===== src/rtl/vpc_pkg.sv =====
package vpc_pkg;

  // default sizes
  localparam int VALVE_COUNT_DEF  = 8;
  localparam int BLINK_PULSES_DEF = 3;

  // event kinds
  localparam logic [3:0] KIND_TICK    = 4'd0;
  localparam logic [3:0] KIND_UP      = 4'd1;
  localparam logic [3:0] KIND_DOWN    = 4'd2;
  localparam logic [3:0] KIND_TOGGLE  = 4'd3;
  localparam logic [3:0] KIND_SERVICE = 4'd4;
  localparam logic [3:0] KIND_STOP    = 4'd5;
  localparam logic [3:0] KIND_REPORT  = 4'd6;
  localparam logic [3:0] KIND_BLINK   = 4'd7;
  localparam logic [3:0] KIND_REFRESH = 4'd8;

  // register indexes
  localparam logic [2:0] REG_WATCHDOG   = 3'd0;
  localparam logic [2:0] REG_IDLE       = 3'd1;
  localparam logic [2:0] REG_BLINK      = 3'd2;
  localparam logic [2:0] REG_VALVE_MASK = 3'd3;
  localparam logic [2:0] REG_LED_MASK   = 3'd4;

  // register reset values
  localparam logic [26:0] WATCHDOG_RST = 27'(90000 * 1000);
  localparam logic [15:0] IDLE_RST     = 16'd30000;
  localparam logic [7:0]  BLINK_RST    = 8'd130;
  localparam logic [7:0]  MASK_RST     = 8'hFF;

  localparam logic [3:0] SEL_NONE = 4'd8;

  // status led pattern timing
  localparam logic [10:0] SVC_ON     = 11'd130;
  localparam logic [10:0] SVC_UNIT   = 11'd300;
  localparam logic [10:0] SVC_TRIPLE = 11'd900;
  localparam logic [10:0] SVC_CYCLE  = 11'd2000;
  localparam logic [7:0]  ERR_CYCLE  = 8'd250;
  localparam logic [7:0]  ERR_ON     = 8'd150;
  localparam logic [10:0] WARN_CYCLE = 11'd1500;
  localparam logic [10:0] WARN_ON    = 11'd250;

  typedef struct packed {
    logic [3:0] kind;
    logic [7:0] valve_states;
    logic       app_error;
    logic       app_warning;
  } in_item_t;

  typedef struct packed {
    logic [7:0] valve_drive;
    logic [7:0] led_drive;
    logic       status_led;
    logic [3:0] selection;
    logic       service_active;
  } out_item_t;

  typedef struct packed {
    logic advance;
    logic service;
    logic error;
    logic warning;
  } status_req_t;

  typedef enum logic [2:0] {
    ST_WAIT,
    ST_EXEC,
    ST_FUSE,
    ST_IDLET,
    ST_BLINK,
    ST_DONE
  } seq_state_t;

endpackage


===== src/rtl/vpc_status.sv =====
module vpc_status
  import vpc_pkg::*;
(
  input  logic        clk,
  input  logic        rst_n,
  input  status_req_t req,
  output logic        level
);

  logic [7:0]  err_phase_r, err_phase_nxt;
  logic [10:0] warn_phase_r, warn_phase_nxt;
  logic [10:0] svc_phase_r, svc_phase_nxt;
  logic        svc_on;

  // free-running phase counters, one step per tick
  always_comb begin
    err_phase_nxt  = err_phase_r;
    warn_phase_nxt = warn_phase_r;
    svc_phase_nxt  = svc_phase_r;
    if (req.advance) begin
      err_phase_nxt  = (err_phase_r == ERR_CYCLE - 8'd1) ? '0 : err_phase_r + 8'd1;
      warn_phase_nxt = (warn_phase_r == WARN_CYCLE - 11'd1) ? '0 : warn_phase_r + 11'd1;
      svc_phase_nxt  = (svc_phase_r == SVC_CYCLE - 11'd1) ? '0 : svc_phase_r + 11'd1;
    end
  end

  always_ff @(posedge clk) begin
    if (!rst_n) begin
      err_phase_r  <= '0;
      warn_phase_r <= '0;
      svc_phase_r  <= '0;
    end else begin
      err_phase_r  <= err_phase_nxt;
      warn_phase_r <= warn_phase_nxt;
      svc_phase_r  <= svc_phase_nxt;
    end
  end

  // three short pulses at the start of the service cycle
  assign svc_on = (svc_phase_r < SVC_ON)
               || (svc_phase_r >= SVC_UNIT && svc_phase_r < SVC_UNIT + SVC_ON)
               || (svc_phase_r >= 11'(2 * SVC_UNIT) && svc_phase_r < 11'(2 * SVC_UNIT) + SVC_ON);

  // service wins over error, error over warning
  always_comb begin
    if (req.service) begin
      level = svc_on && (svc_phase_r < SVC_TRIPLE);
    end else if (req.error) begin
      level = err_phase_r < ERR_ON;
    end else if (req.warning) begin
      level = warn_phase_r < WARN_ON;
    end else begin
      level = 1'b0;
    end
  end

endmodule


===== src/rtl/valve_panel_controller.sv =====
// an accepted item passes through EXEC and DONE; a tick sweeps the fuses by index in
// FUSE, then IDLET and BLINK, before DONE; out_valid is registered as DONE is left,
// and DONE waits while the last result is held; a new item is taken only in WAIT, once
// the last has left DONE; the fuse, idle and blink timers share one down-counter
// reset: synchronous active-low rst_n clears panel state and out_valid, loads register defaults
module valve_panel_controller
  import vpc_pkg::*;
#(
  parameter int VALVE_COUNT  = VALVE_COUNT_DEF,
  parameter int BLINK_PULSES = BLINK_PULSES_DEF
) (
  input  logic        clk,
  input  logic        rst_n,
  input  logic        in_valid,
  output logic        in_ready,
  input  in_item_t    in_data,
  output logic        out_valid,
  input  logic        out_ready,
  output out_item_t   out_data,
  input  logic        psel,
  input  logic        penable,
  input  logic        pwrite,
  input  logic [4:0]  paddr,
  input  logic [31:0] pwdata,
  output logic [31:0] prdata,
  output logic        pready
);

  localparam int IDX_W = (VALVE_COUNT > 1) ? $clog2(VALVE_COUNT) : 1;
  localparam logic [IDX_W-1:0] IDX_LAST  = IDX_W'(VALVE_COUNT - 1);
  localparam logic [3:0]       VC4       = 4'(VALVE_COUNT);
  localparam logic [7:0]       VALVE_BITS = 8'((1 << VALVE_COUNT) - 1);
  localparam logic [3:0]       BLINK_END = 4'(2 * BLINK_PULSES);

  // configuration registers
  logic [26:0] wd_ms_r;
  logic [15:0] idle_ms_r;
  logic [7:0]  blink_ms_r;
  logic [7:0]  vpm_r, lpm_r;
  logic        cfg_wr;

  assign pready = 1'b1;
  assign cfg_wr = psel && penable && pwrite;

  always_ff @(posedge clk) begin
    if (!rst_n) begin
      wd_ms_r    <= WATCHDOG_RST;
      idle_ms_r  <= IDLE_RST;
      blink_ms_r <= BLINK_RST;
      vpm_r      <= MASK_RST;
      lpm_r      <= MASK_RST;
    end else if (cfg_wr) begin
      unique case (paddr[4:2])
        REG_WATCHDOG:   wd_ms_r    <= pwdata[26:0];
        REG_IDLE:       idle_ms_r  <= pwdata[15:0];
        REG_BLINK:      blink_ms_r <= pwdata[7:0];
        REG_VALVE_MASK: vpm_r      <= pwdata[7:0];
        REG_LED_MASK:   lpm_r      <= pwdata[7:0];
        default: ;
      endcase
    end
  end

  // register readback
  always_comb begin
    unique case (paddr[4:2])
      REG_WATCHDOG:   prdata = {5'd0, wd_ms_r};
      REG_IDLE:       prdata = {16'd0, idle_ms_r};
      REG_BLINK:      prdata = {24'd0, blink_ms_r};
      REG_VALVE_MASK: prdata = {24'd0, vpm_r};
      REG_LED_MASK:   prdata = {24'd0, lpm_r};
      default:        prdata = '0;
    endcase
  end

  // panel state
  seq_state_t       state_r, state_nxt;
  logic [IDX_W-1:0] idx_r, idx_nxt;
  in_item_t         item_r;
  logic [7:0]  open_r, open_nxt;
  logic [7:0]  led_r, led_nxt;
  logic [3:0]  sel_r, sel_nxt;
  logic        svc_r, svc_nxt;
  logic [26:0] fuse_left_r [VALVE_COUNT];
  logic [26:0] fuse_left_nxt [VALVE_COUNT];
  logic [VALVE_COUNT-1:0] fuse_armed_r, fuse_armed_nxt;
  logic [15:0] idle_left_r, idle_left_nxt;
  logic        idle_armed_r, idle_armed_nxt;
  logic [7:0]  blink_left_r, blink_left_nxt;
  logic        blink_armed_r, blink_armed_nxt;
  logic [2:0]  blink_phase_r, blink_phase_nxt;
  logic [2:0]  blink_target_r, blink_target_nxt;
  logic        blink_rest_r, blink_rest_nxt;
  logic        out_valid_r;
  out_item_t   out_r;
  logic        out_free;

  // shared down-counter: fires at one or zero
  logic [26:0] cd_in, cd_next;
  logic        cd_fire;

  always_comb begin
    unique case (state_r)
      ST_FUSE:  cd_in = fuse_left_r[idx_r];
      ST_IDLET: cd_in = {11'd0, idle_left_r};
      ST_BLINK: cd_in = {19'd0, blink_left_r};
      default:  cd_in = '0;
    endcase
  end

  assign cd_fire = cd_in <= 27'd1;
  assign cd_next = cd_fire ? '0 : cd_in - 27'd1;

  // status led unit
  status_req_t st_req;
  logic        st_level;

  assign st_req.advance = (state_r == ST_EXEC) && (item_r.kind == KIND_TICK);
  assign st_req.service = svc_r;
  assign st_req.error   = item_r.app_error;
  assign st_req.warning = item_r.app_warning;

  vpc_status u_status (
    .clk   (clk),
    .rst_n (rst_n),
    .req   (st_req),
    .level (st_level)
  );

  assign in_ready = (state_r == ST_WAIT);
  assign out_free = !out_valid_r || out_ready;

  // sequencer next state
  always_comb begin
    state_nxt = state_r;
    idx_nxt   = idx_r;
    unique case (state_r)
      ST_WAIT: begin
        if (in_valid) state_nxt = ST_EXEC;
      end
      ST_EXEC: begin
        idx_nxt   = '0;
        state_nxt = (item_r.kind == KIND_TICK) ? ST_FUSE : ST_DONE;
      end
      ST_FUSE: begin
        if (idx_r == IDX_LAST) begin
          state_nxt = ST_IDLET;
        end else begin
          idx_nxt = idx_r + IDX_W'(1);
        end
      end
      ST_IDLET: state_nxt = ST_BLINK;
      ST_BLINK: state_nxt = ST_DONE;
      ST_DONE: begin
        if (out_free) state_nxt = ST_WAIT;
      end
      default: state_nxt = ST_WAIT;
    endcase
  end

  // datapath updates per step
  always_comb begin
    logic [7:0] o_new;
    logic       do_sync;
    logic       sel_ok;
    logic [2:0] s;
    logic       on;

    open_nxt         = open_r;
    led_nxt          = led_r;
    sel_nxt          = sel_r;
    svc_nxt          = svc_r;
    fuse_left_nxt    = fuse_left_r;
    fuse_armed_nxt   = fuse_armed_r;
    idle_left_nxt    = idle_left_r;
    idle_armed_nxt   = idle_armed_r;
    blink_left_nxt   = blink_left_r;
    blink_armed_nxt  = blink_armed_r;
    blink_phase_nxt  = blink_phase_r;
    blink_target_nxt = blink_target_r;
    blink_rest_nxt   = blink_rest_r;
    do_sync = 1'b0;
    sel_ok  = sel_r < VC4;
    o_new   = item_r.valve_states & vpm_r & VALVE_BITS;
    s       = sel_ok ? sel_r[2:0] : 3'd0;
    on      = 1'b0;

    unique case (state_r)
      ST_EXEC: begin
        case (item_r.kind)
          KIND_UP: begin
            if (!svc_r) begin
              idle_armed_nxt = 1'b1;
              idle_left_nxt  = idle_ms_r;
              if (!sel_ok || sel_r + 4'd1 >= VC4) sel_nxt = 4'd0;
              else sel_nxt = sel_r + 4'd1;
            end
          end
          KIND_DOWN: begin
            if (!svc_r) begin
              idle_armed_nxt = 1'b1;
              idle_left_nxt  = idle_ms_r;
              if (!sel_ok || sel_r == 4'd0) sel_nxt = VC4 - 4'd1;
              else sel_nxt = sel_r - 4'd1;
            end
          end
          KIND_TOGGLE: begin
            if (!svc_r) begin
              idle_armed_nxt = 1'b1;
              idle_left_nxt  = idle_ms_r;
              open_nxt       = open_r ^ (8'd1 << s);
              led_nxt        = open_nxt;
              do_sync        = 1'b1;
            end
          end
          KIND_SERVICE: begin
            idle_armed_nxt = 1'b1;
            idle_left_nxt  = idle_ms_r;
            svc_nxt        = !svc_r;
          end
          KIND_STOP: begin
            blink_armed_nxt = 1'b0;
            idle_armed_nxt  = 1'b0;
            fuse_armed_nxt  = '0;
            open_nxt        = '0;
            sel_nxt         = 4'd0;
            led_nxt         = '0;
          end
          KIND_REPORT: begin
            if (svc_r && o_new != 8'd0) begin
              open_nxt       = '0;
              fuse_armed_nxt = '0;
            end else begin
              open_nxt = o_new;
              do_sync  = 1'b1;
            end
            led_nxt = open_nxt;
          end
          KIND_BLINK: begin
            blink_armed_nxt = 1'b0;
            if (sel_ok && lpm_r[sel_r[2:0]]) begin
              // first phase drives the led away from its resting level
              blink_target_nxt = sel_r[2:0];
              blink_rest_nxt   = open_r[sel_r[2:0]];
              led_nxt[sel_r[2:0]] = !open_r[sel_r[2:0]];
              blink_phase_nxt  = 3'd1;
              blink_armed_nxt  = 1'b1;
              blink_left_nxt   = blink_ms_r;
            end
          end
          KIND_REFRESH: begin
            open_nxt = o_new;
            led_nxt  = o_new;
          end
          default: ;
        endcase
      end
      ST_FUSE: begin
        if (fuse_armed_r[idx_r]) begin
          fuse_left_nxt[idx_r] = cd_next;
          if (cd_fire) begin
            fuse_armed_nxt[idx_r] = 1'b0;
            if (open_r[idx_r]) begin
              open_nxt[idx_r] = 1'b0;
              led_nxt         = open_nxt;
            end
          end
        end
      end
      ST_IDLET: begin
        if (idle_armed_r) begin
          idle_left_nxt = cd_next[15:0];
          if (cd_fire) begin
            idle_armed_nxt = 1'b0;
            sel_nxt        = SEL_NONE;
          end
        end
      end
      ST_BLINK: begin
        if (blink_armed_r) begin
          blink_left_nxt = cd_next[7:0];
          if (cd_fire) begin
            blink_armed_nxt = 1'b0;
            if ({1'b0, blink_target_r} >= VC4 || !lpm_r[blink_target_r]
                || {1'b0, blink_phase_r} >= BLINK_END) begin
              led_nxt = open_r;
            end else begin
              // even phases drive opposite to rest, odd phases restore
              on = blink_phase_r[0] ? blink_rest_r : !blink_rest_r;
              led_nxt[blink_target_r] = on;
              blink_phase_nxt = blink_phase_r + 3'd1;
              blink_armed_nxt = 1'b1;
              blink_left_nxt  = blink_ms_r;
            end
          end
        end
      end
      default: ;
    endcase

    // fuses follow opened and closed valves
    if (do_sync) begin
      for (int i = 0; i < VALVE_COUNT; i++) begin
        if (open_r[i] && !open_nxt[i]) fuse_armed_nxt[i] = 1'b0;
        if (!open_r[i] && open_nxt[i]) begin
          fuse_armed_nxt[i] = 1'b1;
          fuse_left_nxt[i]  = wd_ms_r;
        end
      end
    end
  end

  always_ff @(posedge clk) begin
    if (!rst_n) begin
      state_r        <= ST_WAIT;
      idx_r          <= '0;
      open_r         <= '0;
      led_r          <= '0;
      sel_r          <= SEL_NONE;
      svc_r          <= 1'b0;
      fuse_armed_r   <= '0;
      idle_left_r    <= '0;
      idle_armed_r   <= 1'b0;
      blink_left_r   <= '0;
      blink_armed_r  <= 1'b0;
      blink_phase_r  <= '0;
      blink_target_r <= '0;
      blink_rest_r   <= 1'b0;
      for (int i = 0; i < VALVE_COUNT; i++) fuse_left_r[i] <= '0;
    end else begin
      state_r        <= state_nxt;
      idx_r          <= idx_nxt;
      open_r         <= open_nxt;
      led_r          <= led_nxt;
      sel_r          <= sel_nxt;
      svc_r          <= svc_nxt;
      fuse_armed_r   <= fuse_armed_nxt;
      idle_left_r    <= idle_left_nxt;
      idle_armed_r   <= idle_armed_nxt;
      blink_left_r   <= blink_left_nxt;
      blink_armed_r  <= blink_armed_nxt;
      blink_phase_r  <= blink_phase_nxt;
      blink_target_r <= blink_target_nxt;
      blink_rest_r   <= blink_rest_nxt;
      fuse_left_r    <= fuse_left_nxt;
    end
  end

  // input capture
  always_ff @(posedge clk) begin
    if (in_valid && in_ready) item_r <= in_data;
  end

  // result register
  always_ff @(posedge clk) begin
    if (!rst_n) begin
      out_valid_r <= 1'b0;
    end else if (state_r == ST_DONE && out_free) begin
      out_valid_r <= 1'b1;
    end else if (out_ready) begin
      out_valid_r <= 1'b0;
    end
  end

  always_ff @(posedge clk) begin
    if (state_r == ST_DONE && out_free) begin
      out_r.valve_drive    <= open_r & vpm_r;
      out_r.led_drive      <= led_r & lpm_r;
      out_r.status_led     <= st_level;
      out_r.selection      <= sel_r;
      out_r.service_active <= svc_r;
    end
  end

  assign out_valid = out_valid_r;
  assign out_data  = out_r;

`ifndef SYNTHESIS
  a_sweep_order: assert property (@(posedge clk) disable iff (!rst_n)
    state_r == ST_FUSE |=> (state_r == ST_FUSE && idx_r == $past(idx_r) + IDX_W'(1))
                           || state_r == ST_IDLET)
    else $error("fuse sweep skipped or repeated an entry");

  a_sel_range: assert property (@(posedge clk) disable iff (!rst_n)
    sel_r <= SEL_NONE)
    else $error("selection out of range");

  a_open_bits: assert property (@(posedge clk) disable iff (!rst_n)
    (open_r & ~VALVE_BITS) == 8'd0)
    else $error("open mask has bits beyond fitted valve count");

  a_blink_phase: assert property (@(posedge clk) disable iff (!rst_n)
    blink_armed_r |-> (blink_phase_r != 3'd0 && {1'b0, blink_phase_r} <= BLINK_END))
    else $error("blink armed with bad phase");

  a_done_result: assert property (@(posedge clk) disable iff (!rst_n)
    (state_r == ST_DONE && out_free) |=> out_valid_r && state_r == ST_WAIT)
    else $error("finished item did not produce a result");
`endif

endmodule


===== config.mk =====
export PLATFORM = sky130hd
export DESIGN_NAME = valve_panel_controller
export DESIGN_NICKNAME = d
export VERILOG_FILES = /design/src/rtl/vpc_pkg.sv /design/src/rtl/vpc_status.sv /design/src/rtl/valve_panel_controller.sv
export SDC_FILE = /design/constraint.sdc
export NUM_CORES = 1
export LEC_CHECK = 0
export BUFFER_PORTS_ARGS = -buffer_cell sky130_fd_sc_hd__buf_2
export CELL_PAD_IN_SITES_DETAIL_PLACEMENT = 0
export CELL_PAD_IN_SITES_GLOBAL_PLACEMENT = 1
export CORE_ASPECT_RATIO = 2
export CORE_UTILIZATION = 45
export CTS_CLUSTER_SIZE = 28
export DETAILED_ROUTE_END_ITERATION = 10
export PLACE_DENSITY = 0.77
export REMOVE_ABC_BUFFERS = 1
export SLEW_MARGIN = 40
export SYNTH_ARGS = -nofsm -noshare
export SYNTH_HDL_FRONTEND = slang
export SYNTH_HIERARCHICAL = 1
export SYNTH_SLANG_ARGS = --single-unit

===== constraint.sdc =====
create_clock -name clk -period 4.4 [get_ports clk]
set_clock_uncertainty 0.1 [all_clocks]
set_input_delay 0.88 -clock clk [delete_from_list [all_inputs] [get_ports clk]]
set_output_delay 0.88 -clock clk [all_outputs]
set_load 0.03 [all_outputs]

---- Word level (Yosys, flattened, before mapping) ----
Cells that the tools add are included.
storage, ports and cells
  logic and storage cells ................. 340
  output and inout port bits .............. 57
  input bits .............................. 58
  register bits ........................... 418
operators by class
  muxes and demuxes ....................... 133
  order comparisons ....................... 20
  equal/unequal tests ..................... 45
  reductions and logical operators ........ 85
  shifts and indexed selects .............. 1
  add/sub/neg operators ................... 8
  bitwise operators ....................... 8
operator list
  kind                     number
  $mux W216                3
  $mux W27                 12
  $bwmux W216              1
  $mux W8                  23
  $pmux W27 S5             1
  $bmux W27 S3             1
  $demux W27 S3            1
  $pmux W27 S3             1
  $pmux W16 S2             2
  $pmux W8 S2              4
  $and A8 B8 Y8            5
  $mux W1                  40
  $pmux W8 S5              1
  $mux W3                  11
  $mux W16                 2
  $pmux W8 S4              1
  $logic_and A1 B1 Y1      30
  $le A27 B1 Y1 const B    1
  $sub A27 B1 Y27 const B  1
  $mux W4                  6
  $ne A2 B2 Y1 const B     12
  $pmux W8 S3              1
  $add A11 B1 Y11 const B  2
  $eq A11 B11 Y1 const B   2
  other kinds (58)         136

---- Depth between registers and ports, before layout ----
Gate-level depths: netlist of run 1.
  depth after elaboration ................. 15
  gate-level depth with buffers ........... 19
  mapped depth without buffers ............ 12

---- By module ----
The synthesis of run 1 kept the hierarchy.
by module, submodules not included
  module                  area an instance (µm²)  cells an instance  seq. area each (µm²)  times used
  valve_panel_controller  21230.4                 2668               8127.8                1
  vpc_status              1545.2                  180                600.6                 1

---- Worst setup path after synthesis of run 1 ----
OpenSTA, ideal clock, no wires.
  path kind ............................... register to register
  start point ............................. register idx_r[2]
  end point ............................... register fuse_left_r[199] (netlist bit)
  setup time .............................. 0.074 ns
  clock period less this slack ............ 3.483 ns
  data required time ...................... 4.226 ns
  buffers on the path ..................... 4
  slack ................................... 0.917 ns
  cell stages (with the launch flop) ...... 17
  arrival time ............................ 3.309 ns
  cell sequence ........................... dfxtp_1 > buf_2 > buf_6 > buf_6 > mux2_2 > a22oi_1 > a21oi_1 > a221o_1 > buf_2 > inv_1 > ha_1 > inv_1 > nor4_1 > a31oi_1 > a211oi_4 > nand2_1 > a31oi_1
on the way
  cells in the longest elaborated chain, start to end .. 13
  elaborated cells on any way between the ends .. 34
  those cells by class .................... 1 x add/sub; 5 x order compare; 22 x mux; 3 x bitwise; 3 x reduce/logical
RTL lines
  item                                                                      RTL line                       text
  start: declaration                                                        valve_panel_controller.sv:78   logic [IDX_W-1:0] idx_r, idx_nxt;
  start signal: assignment                                                  valve_panel_controller.sv:332  idx_r <= idx_nxt;
  parallel branches: the longest is 12 deep, another holds $sub A27 B1 Y27  n/a
  $mux W216 *                                                               valve_panel_controller.sv:302  if (do_sync) begin
  end signal: assignment                                                    valve_panel_controller.sv:345  fuse_left_r <= fuse_left_nxt;
  end: declaration                                                          valve_panel_controller.sv:84   logic [26:0] fuse_left_r [VALVE_COUNT];
Every way passes the cells marked *. The select of a mux whose other input is x is not followed.
A chain may end at the register's enable or synchronous reset.

---- Final worst setup path of run 1 ----
  start point ............................. register idx_r[1]
  end point ............................... register fuse_left_r[152] (netlist bit)
The elaborated chain is that of the path after synthesis.

==> results of run 1 <==
flip-flops by register name, summed over array words and instances, names as in the netlist, 4 cells and up:
name and count:
led_r 8, u_status/err_phase_r 8, lpm_r 8, u_status/warn_phase_r 11, out_data 22, open_r 8
wd_ms_r 27, blink_ms_r 8, item_r 14, fuse_left_r 216, idle_left_r 16, u_status/svc_phase_r 11
fuse_armed_r 8, sel_r 4, idle_ms_r 16, vpm_r 8, blink_left_r 8
metal layers:
| layer | wire length [um] | GRT usage | up-vias |
|---|---|---|---|
| met5 | 0 | 0 | - |
| met1 | 32120 | 0.3677 | 11170 |
| met4 | 9988 | 0.3407 | 0 |
| met3 | 5591 | 0.04927 | 485 |
| met2 | 47550 | 0.6389 | 1253 |
| li1 | - | - | 10480 |
power groups by stage:
stage          combinational (mW)  sequential, mW  clock (mW)
2_1_floorplan               0.365            4.06           0
6_report                    0.682            4.01        3.95
4_1_cts                     0.672            4.00        4.00
3_5_place_dp                0.668            4.09           0
5_1_grt                     0.731            4.01        4.12
3_3_place_gp                0.652            4.09           0
worst register-to-register path, delay by kind of cell, from the launching register on:
kind	cells	cell delay [ns]
buf+inv	3	0.82
flops	1	0.49
simple gates	6	2.01
compound gates	3	0.73
cell families after synthesis:
kind of cell	after synthesis	synth area share
and+or+nand+nor	988	0.2014
AOI/OAI and AO/OA	961	0.2717
DFF	418	0.3832
buffers and inverters	305	0.05884
muxes	111	0.05779
xor gates and xnor gates	50	0.01956
adders and majority gates	13	0.007142
other	2	0.0003297
cell usage after synthesis (all sizes together) (7+ instances only):
library cell    n  area, sq um
a41oi          19        173.9
a21oi         203         1057
o22ai          27        175.2
o21a           13        97.59
nand2         488         1834
a21o            8        60.06
a21boi          9        82.58
o31ai           7        71.32
buf            89        528.0
mux4           14        315.3
a31oi         144        915.9
a22oi          83        628.1
nand4          44        275.3
inv            30        112.6
and3           11        68.82
dfxtp         382         7647
nor2b          17        106.4
nand2b         26        162.7
edfxtp         36         1081
o211ai         14        115.1
a211oi         12        137.6
or2             8        50.05
ha             13        162.7
nor4           10        83.83
xor2           15        131.4
nor3b          15        122.6
nand3b         12        90.09
nor2          155        584.3
xnor2          35        314.1
and2           37        231.5
o221ai         31        271.5
mux2           24        270.3
a221oi         30        269.0
nand3          85        430.4
o21ai         287         1440
mux2i          73        730.7
clkbuf        186        699.4
nor3           38        200.2
o31a            7        61.31
or3            18        117.6
final timing paths:
check / slack [ns] / from / end
worst min register to register: 0.38 / fuse_left_r[89] / fuse_left_r[89]
worst max register to register: 0.15 / idx_r[1] / fuse_left_r[152]
worst max-delay path: 0.15 / idx_r[1] / fuse_left_r[152]
worst min-delay path: 0.38 / fuse_left_r[89] / fuse_left_r[89]
timing repair:
item                       4_1_cts  5_1_grt
buffers inserted                 0        1
setup endpoints to repair        0       21
gates resized for setup          0        0
per-stage QoR:
stage / total power [mW] / TNS (ns) / std cells / worst slack (ns)
final: 8.637 / 0 / 3574 / 0.1511
after global routing: 8.867 / -0.007836 / 3574 / -0.005001
after CTS: 8.673 / 0 / 3573 / 0.1712
after detailed placement: 4.756 / 0 / 3497 / 0.1939
after global placement: 4.738 / 0 / 3496 / 0.2495
after floorplan: 4.428 / -390.21 / 2577 / -1.838
area by class of cell:
class / instances / area [sq um] / share of cell area
Clock buffer: 61 / 1234 / 0.04723
Clock inverter: 15 / 234.0 / 0.008957
Inverter: 30 / 112.6 / 0.004311
Multi-Input combinational cell: 2129 / 12800 / 0.4901
Sequential cell: 418 / 8735 / 0.3344
Tap cell: 649 / 812.0 / 0.03109
Timing Repair Buffer: 272 / 2193 / 0.08396
==> results.ini, run 1 <==
[run_status]
status = complete, no violations

[route]
finalWirelength_um = 95260
drt-vias-per-instance = 6.545
vias = 23390
firstDrtPassIters = 6
drcViolationCount = 0
first_iter_violations = 2327
drtAntennaViolNets = 0
wire_per_inst_um = 26.65

[worst_setup_path]
max_stage_delay_ns = 0.49
crit_path_start_kind = flip-flop
crit_family = simple AND/OR/NAND/NOR gates
crit_slowest_cell = dfxtp_2
r2r_cells = 12
worst-setup-path-type = flip-flop to flip-flop
worstPathRequired_ns = 4.75
cp-end-kind = flip-flop
crit_path_max_fanout = 19
path_depth = 12
cp_num_buf_inv = 3
worstPathArrival_ns = 4.60
cp_cell_sequence = buf_4 -> nor2_2 -> buf_4 -> a22oi_1 -> a221oi_2 -> nor4bb_1 -> and4bb_1 -> and2_2 -> buf_12 -> nand2_1 -> nand2_1 -> o21ai_0

[synthesis]
syn_avg_cell_area_sq_um = 7.997
synth.cell_area_sq_um = 22780
ys.flop_type = dfxtp_1
synth-seq-cells = 418
yosys_warnings = 6
yosysSeqAreaShare = 0.3832
synthCells = 2848
yosys.cell_types.count = 108
postSynth.asyncResetShare = 0
synth_enable_flop_cells = 36

[floorplan]
core_sq_um = 50070
die_w_um = 161.1
rows = 116
die_h_um = 320.2
boundaryPins = 115
start_util = 0.4548
die_area_sq_um = 51570

[cells_and_area]
final_cell_area_sq_um = 26120
final_common_cell = nand2_1
layout_common_cells = 486 x nand2_1, 379 x dfxtp_1, 281 x o21ai_0
n_fill_cell = 4796
antennaDiodeCount = 0
fin_util = 0.5217
final_nets = 2964
drive_gt1_frac = 0.1562
area_growth_pct = 14.70

[clock_network]
numClockSinks = 418
clock_latency_ns = 0.59
cts_made_buffers = 42
cts_tree = yes
clockBufferDepth = 3
root_buffer = clkbuf_16
clk_pin_slew_ns = 0.07
ctsHoldBuffers = 0
htree_num_levels = 2

[power_and_ir_drop]
ir_drop_v = 0.0002516
seqPwrFrac = 0.464
switching_share = 0.2532
internal-power_mw = 6.450
p_leak_nw = 9.066
p_per_area_nw_per_um2 = 330.6
comb_power_share = 0.079
power.switching_mw = 2.187
pwr-share-clk = 0.457

[timing]
worst_slew_pin_slew_ns = 0.8427
rsz0062_at_grt = true
slew_headroom = 0.4382
hold_slack_ns = 0.3758
layout_min_cycle_time_ns = 4.249
clock.fmax_ghz = 0.2354
period_share = 0.9657
setup_viol_count_final = 0
hold_viol = 0
report.final.slew_viol_count = 0

[global_route]
grt_overflow = 0
first_global_vias = 22700
grt_pass1_wl_um = 141000
grt_usage = 0.3638
grt_max_degree = 150
antenna_found_initial = 1

[worst_hold_path]
hold_depth = 2
hp-class = flip-flop to flip-flop

[job]
max_cap_violations = 0

[placement]
placed_cell_area_sq_um = 24630
dpl.hpwl_um = 66220
gp_congestion = 0.9411
portBuffers = 101

No activity file was read; power rests on OpenSTA's default activity.
==> run 2: changes to the inputs <==
--- a/constraint.sdc
+++ b/constraint.sdc
@@ -4,2 +4,2 @@
 set_output_delay 0.88 -clock clk [all_outputs]
-set_load 0.03 [all_outputs]
+set_load 0.05 [all_outputs]
==> run 2 against run 1 <==
- global-route usage up 0.16 points
- maximum frequency grew 2.2%
- non-clock buffer count increased by 2
- power fell by 2.4%
- cell count increased by 0.14%
- design area down 0.69%
- sequential power hardly changed
- core utilization is 0.36 points lower
- combinational power is 3.5% higher
- worst setup slack better by 0.092 ns
- sequential cell count is the same
==> results.ini, run 2 (same netlist as run 1, synthesis figures left out) <==
[run_status]
status = complete, no violations  ; unchanged

[placement]
dpl_worst_slack_ns = 0.3612  ; was 0.1939 ns
dpl.hpwl_um = 66490  ; was 66220 um
portBuffers = 101  ; unchanged
gp_congestion = 0.9741  ; was 0.9411
placed_cell_area_sq_um = 24570  ; was 24630 sq um
place_inst = 3500  ; was 3497

[worst_setup_path]
worstPathRequired_ns = 4.77  ; was 4.75 ns
crit_slowest_cell = dfxtp_4  ; was dfxtp_2
worstPathArrival_ns = 4.53  ; was 4.60 ns
cp-end-kind = flip-flop  ; unchanged
worst-setup-path-type = flip-flop to flip-flop  ; unchanged
crit_path_max_fanout = 41  ; was 19
max_stage_delay_ns = 0.63  ; was 0.49 ns
cp_cell_sequence = buf_12 -> mux2i_1 -> mux4_2 -> a21oi_1 -> nor4bb_1 -> and4bb_1 -> and2_2 -> buf_12 -> nand2_1 -> buf_4 -> nand2_1 -> o21ai_0  ; was buf_4 -> nor2_2 -> buf_4 -> a22oi_1 -> a221oi_2 -> nor4bb_1 -> and4bb_1 -> and2_2 -> buf_12 -> nand2_1 -> nand2_1 -> o21ai_0
crit_path_start_kind = flip-flop  ; unchanged

[timing]
clock.fmax_ghz = 0.2406  ; was 0.2354 GHz
final.setup.tns_ns = 0  ; unchanged
fin_ws_ns = 0.2429  ; was 0.1511 ns
slew_headroom = 0.4118  ; was 0.4382
hold_viol = 0  ; unchanged
layout_min_cycle_time_ns = 4.157  ; was 4.249 ns
rsz0062_at_grt = false  ; was true
setup_viol_count_final = 0  ; unchanged
hold_slack_ns = 0.3657  ; was 0.3758 ns
period_share = 0.9448  ; was 0.9657
report.final.slew_viol_count = 0  ; unchanged
worst_slew_pin_slew_ns = 0.8823  ; was 0.8427 ns

[floorplan]
core_sq_um = 50070  ; unchanged
die_h_um = 320.2  ; unchanged
boundaryPins = 115  ; unchanged
die_w_um = 161.1  ; unchanged
die_area_sq_um = 51570  ; unchanged
rows = 116  ; unchanged
start_util = 0.4548  ; unchanged

[cells_and_area]
fin_util = 0.5181  ; was 0.5217
layout_common_cells = 486 x nand2_1, 379 x dfxtp_1, 281 x o21ai_0  ; unchanged
n_fill_cell = 4842  ; was 4796
drive_gt1_frac = 0.1570  ; was 0.1562
final-seq-area_sq_um = 8735  ; unchanged
stdcell_count = 3579  ; was 3574
final_common_cell = nand2_1  ; unchanged
antennaDiodeCount = 0  ; unchanged
area_growth_pct = 13.90  ; was 14.70%
final_cell_area_sq_um = 25940  ; was 26120 sq um
top_register = fuse_left_r  ; unchanged
largest_register_ffs = 216  ; unchanged
final_nets = 2967  ; was 2964
multi_input_area_sq_um = 12800  ; unchanged

[clock_network]
numClockSinks = 418  ; unchanged
ctsResizeCount = 0  ; unchanged
cts_made_buffers = 43  ; was 42
post_cts_buffers = 0  ; unchanged
clockBufferDepth = 3  ; unchanged
htree_num_levels = 2  ; unchanged
root_buffer = clkbuf_16  ; unchanged
cts_tree = yes  ; unchanged
ctsHoldBuffers = 0  ; unchanged
clk_pin_slew_ns = 0.07  ; about the same
clock_latency_ns = 0.60  ; was 0.59 ns

[power_and_ir_drop]
comb_power_share = 0.084  ; was 0.079
p_leak_nw = 8.998  ; was 9.066 nW
pwr-share-clk = 0.440  ; was 0.457
internal-power_mw = 6.177  ; was 6.450 mW
seqPwrFrac = 0.476  ; was 0.464
power.switching_mw = 2.256  ; was 2.187 mW
ir_drop_v = 0.0003606  ; was 0.0002516 V
switching_share = 0.2676  ; was 0.2532
power_mw = 8.433  ; was 8.637 mW
p_per_area_nw_per_um2 = 325.1  ; was 330.6 nW/um^2

[worst_hold_path]
hp-class = input port to flip-flop  ; was flip-flop to flip-flop

[global_route]
first_global_vias = 23230  ; was 22700
grt_overflow = 0  ; unchanged
grt_usage = 0.3654  ; was 0.3638
grt_pass1_wl_um = 142500  ; was 141000 um
antenna_found_initial = 1  ; unchanged
grt_max_degree = 100  ; was 150

[job]
max_cap_violations = 0  ; unchanged

[route]
drtAntennaViolNets = 0  ; unchanged
wire_per_inst_um = 26.49  ; was 26.65 um
firstDrtPassIters = 6  ; unchanged
first_iter_violations = 2256  ; was 2327
drt-vias-per-instance = 6.528  ; was 6.545
vias = 23360  ; was 23390
finalWirelength_um = 94810  ; was 95260 um
drcViolationCount = 0  ; unchanged

run 2: area by class of cell:
cell class	count	area share
Sequential cell	418	0.3367
Clock buffer	57	0.04582
Timing Repair Buffer	274	0.08142
Tap cell	649	0.03130
Multi-Input combinational cell	2129	0.4935
Inverter	30	0.004341
Clock inverter	22	0.006897
run 2: metal layers:
metal  vias to the layer above  routed length (um)  GRT usage  part of all wire
met4                         2               10050     0.3325              0.11
met5                         -                  11          0           0.00012
met1                     11190               31610     0.3633              0.33
met2                      1205               47260     0.6481              0.50
li1                      10480                   -          -                 -
met3                       483                5885    0.05612             0.062
run 2: worst paths after layout:
path,from,endpoint,slack (ns),cells past startpoint
min,in_data[8],item_r[8],0.37,1
min reg2reg,wd_ms_r[17],wd_ms_r[17],0.37,2
max,idx_r[2],fuse_left_r[179],0.24,12
max reg2reg,idx_r[2],fuse_left_r[179],0.24,12
run 2: critical path, delay by kind of cell (launching register included):
family	cells	cell delay (ns)
flops	1	0.63
simple gates	5	1.40
mux	2	0.82
compound gates	2	0.28
buf+inv	3	0.72
run 2: power groups by stage:
stage | Combinational [mW] | Clock, mW | Sequential, mW
after floorplan | 0.389 | 0 | 4.07
after global placement | 0.678 | 0 | 4.09
after detailed placement | 0.693 | 0 | 4.09
after CTS | 0.696 | 3.76 | 4.01
after global routing | 0.759 | 3.89 | 4.02
final | 0.706 | 3.71 | 4.01
==> run 3: changes to the inputs <==
- SYNTH_HIERARCHICAL: 1 -> default
==> run 3 against run 2 <==
- synthesized area is 1.8% lower
- critical endpoint is now fuse_left_r[32]
- sequential cell count is the same
- largest power group unchanged
- clock power is 4% lower
- first-iteration DRC count decreased by 6.5%
- combinational power is 1% higher
- sequential power is essentially flat
- sequential share of layout area rose by 0.46 points
- power decreased by 1.8%
==> results.ini, run 3 <==
[cells_and_area]
multi_input_area_sq_um = 12510  ; was 12800 sq um
antennaDiodeCount = 0  ; unchanged
largest_register_ffs = 216  ; unchanged
final_nets = 2906  ; was 2967
layout_common_cells = 379 x dfxtp_1, 356 x nand2_1, 258 x o21ai_0  ; was 486 x nand2_1, 379 x dfxtp_1, 281 x o21ai_0
final-seq-area_sq_um = 8737  ; was 8735 sq um
fin_util = 0.5217  ; was 0.5181
top_register = fuse_left_r  ; unchanged
final_common_cell = dfxtp_1  ; was nand2_1
n_fill_cell = 4720  ; was 4842
drive_gt1_frac = 0.1545  ; was 0.1570
area_growth_pct = 14.40  ; was 13.90%

[clock_network]
root_buffer = clkbuf_16  ; unchanged
clock_latency_ns = 0.59  ; was 0.60 ns
post_cts_buffers = 0  ; unchanged
ctsHoldBuffers = 0  ; unchanged
cts_made_buffers = 40  ; was 43
numClockSinks = 418  ; unchanged
clk_pin_slew_ns = 0.07  ; about the same
clockBufferDepth = 3  ; unchanged
htree_num_levels = 2  ; unchanged
ctsResizeCount = 0  ; unchanged
cts_tree = yes  ; unchanged

[global_route]
grt_overflow = 0  ; unchanged
grt_usage = 0.3702  ; was 0.3654
grt_max_degree = 146  ; was 100
grt_pass1_wl_um = 139700  ; was 142500 um
antenna_found_initial = 0  ; was 1
first_global_vias = 22320  ; was 23230

[power_and_ir_drop]
p_leak_nw = 9.199  ; was 8.998 nW
ir_drop_v = 0.0002937  ; was 0.0003606 V
power_mw = 8.279  ; was 8.433 mW
p_per_area_nw_per_um2 = 323.4  ; was 325.1 nW/um^2

[route]
first_iter_violations = 2109  ; was 2256
drt-vias-per-instance = 6.513  ; was 6.528
drtAntennaViolNets = 0  ; unchanged
finalWirelength_um = 95030  ; was 94810 um
wire_per_inst_um = 27.12  ; was 26.49 um
drcViolationCount = 0  ; unchanged
vias = 22820  ; was 23360
firstDrtPassIters = 6  ; unchanged

[worst_hold_path]
holdPathEnd = item_r[5]  ; was item_r[8]
hp-class = input port to flip-flop  ; unchanged
holdCritStartpoint = in_data[5]  ; was in_data[8]
hold_depth = 1  ; unchanged

[timing]
worst_slew_pin_slew_ns = 0.9609  ; was 0.8823 ns
report.final.slew_viol_count = 0  ; unchanged
final.setup.tns_ns = 0  ; unchanged
slew_headroom = 0.3594  ; was 0.4118
setup_viol_count_final = 0  ; unchanged
hold_slack_ns = 0.3715  ; was 0.3657 ns
fin_ws_ns = 0.08238  ; was 0.2429 ns
clock.fmax_ghz = 0.2316  ; was 0.2406 GHz
hold_viol = 0  ; unchanged
rsz0062_at_grt = false  ; unchanged
period_share = 0.9813  ; was 0.9448
layout_min_cycle_time_ns = 4.318  ; was 4.157 ns

[worst_setup_path]
r2r_slack_ns = 0.08  ; was 0.24 ns
worstReg2RegEnd = fuse_left_r[32]  ; was fuse_left_r[179]
worstPathArrival_ns = 4.70  ; was 4.53 ns
r2r_cells = 12  ; unchanged
worstPathRequired_ns = 4.78  ; was 4.77 ns
crit_path_start_kind = flip-flop  ; unchanged
r2r-start = idx_r[0]  ; was idx_r[2]
crit_path_max_fanout = 31  ; was 41
worst-setup-path-type = flip-flop to flip-flop  ; unchanged
cp-end-kind = flip-flop  ; unchanged

[floorplan]
die_h_um = 317.3  ; was 320.2 um
rows = 115  ; was 116
core_sq_um = 49070  ; was 50070 sq um
start_util = 0.4560  ; was 0.4548
die_w_um = 159.7  ; was 161.1 um
boundaryPins = 115  ; unchanged
die_area_sq_um = 50670  ; was 51570 sq um

[synthesis]
synth_area_leaders = dfxtp_1 34%, nand2_1 6.0%, o21ai_0 5.8%, a21oi_1 5.7%, edfxtp_1 4.8%  ; was dfxtp_1 34%, nand2_1 8.0%, o21ai_0 6.2%, edfxtp_1 4.7%, a21oi_1 4.2%
yosys-top-cells-count = 382 x dfxtp_1, 356 x nand2_1, 258 x o21ai_0  ; was 487 x nand2_1, 382 x dfxtp_1, 281 x o21ai_0
yosysMostFrequentCell = dfxtp_1  ; was nand2_1
synth.cell_area_sq_um = 22370  ; was 22780 sq um
syn_avg_cell_area_sq_um = 8.109  ; was 7.997 sq um
synth_enable_flop_cells = 36  ; unchanged
yosysSeqAreaShare = 0.3901  ; was 0.3832
yosys_warnings = 0  ; was 6
yosysTopAreaCell = dfxtp_1  ; unchanged
yosys.cell_types.count = 92  ; was 108
synthCells = 2759  ; was 2848
synth-seq-cells = 418  ; unchanged
ys.flop_type = dfxtp_1  ; unchanged
postSynth.asyncResetShare = 0  ; unchanged
synth_top_area_frac = 0.3418  ; was 0.3358

[run_status]
status = complete, no violations  ; unchanged

[placement]
gp_congestion = 0.9811  ; was 0.9741
dpl.hpwl_um = 67580  ; was 66490 um
portBuffers = 101  ; unchanged
dpl_worst_slack_ns = 0.2409  ; was 0.3612 ns

[job]
max_cap_violations = 0  ; unchanged

[run 3: cell count changes after synthesis, sizes merged, moves of 20 or more]
| cell | previous run | this run |
|---|---|---|
| a21oi | 203 | 260 |
| a221oi | 30 | 54 |
| a31oi | 144 | 64 |
| nand2 | 488 | 356 |
| nand3 | 85 | 120 |
| nor2 | 155 | 188 |
| o221ai | 31 | 51 |
[run 3: kinds of logic (layout without fill, tap and decap cells)]
family          Yosys count  count (layout)  share of synthesized area
compound gates          942             942                     0.2647
simple gates            909             909                     0.1902
flops                   418             418                     0.3901
buf+inv                 294             392                    0.05575
mux                     123             123                    0.06649
xor+xnor                 58              58                    0.02505
fa+ha+maj                13              13                   0.007270
other cells               2               6                  0.0003357
[run 3: worst max-delay path: stages (launching register included)]
cell	delay [ns]
dfxtp_4	0.52
buf_4	0.30
nand2b_1	0.35
o22ai_1	0.15
a311oi_1	0.51
a31oi_1	0.25
a2111oi_1	0.63
nand4_1	0.33
buf_4	0.27
o21ai_1	0.25
buf_4	0.27
o21ai_0	0.11
o211a_1	0.14
[run 3: worst max-delay path by stage]
stage               startpoint                to  slack (ns)
floorplan             idx_r[1]          led_r[6]       -2.40
global placement      idx_r[0]  fuse_left_r[113]        0.21
detailed placement    idx_r[0]  fuse_left_r[140]        0.24
CTS                   idx_r[0]  fuse_left_r[140]        0.21
global route          idx_r[0]   fuse_armed_r[4]        0.05
finish                idx_r[0]   fuse_left_r[32]        0.08
[run 3: per-stage QoR]
stage                     std cells  cell area [sq um]
after floorplan                2502              21270
after global placement         3435              24260
after detailed placement       3436              24290
after CTS                      3504              25580
after global routing           3504              25600
final                          3504              25600
[run 3: final cells by class]
| type | instances | area share |
|---|---|---|
| tap | 643 | 0.03143 |
| clock buffer | 59 | 0.04624 |
| inverter | 33 | 0.004839 |
| timing repair buffer | 291 | 0.08305 |
| clock inverter | 9 | 0.004155 |
| sequential | 418 | 0.3414 |
| multi-input combinational | 2051 | 0.4889 |
[run 3: power by group]
part,internal [mW],switching [mW]
clock network,1.98,1.60
registers,3.91,0.0806
logic,0.220,0.493
total,6.11,2.17
[run 3: per-layer routing]
layer | up-vias | GRT usage | share of wire
li1 | 10280 | - | -
met1 | 10870 | 0.3643 | 0.33
met2 | 1216 | 0.6597 | 0.50
met3 | 459 | 0.06404 | 0.070
met4 | 0 | 0.3466 | 0.11
met5 | - | 0 | 0
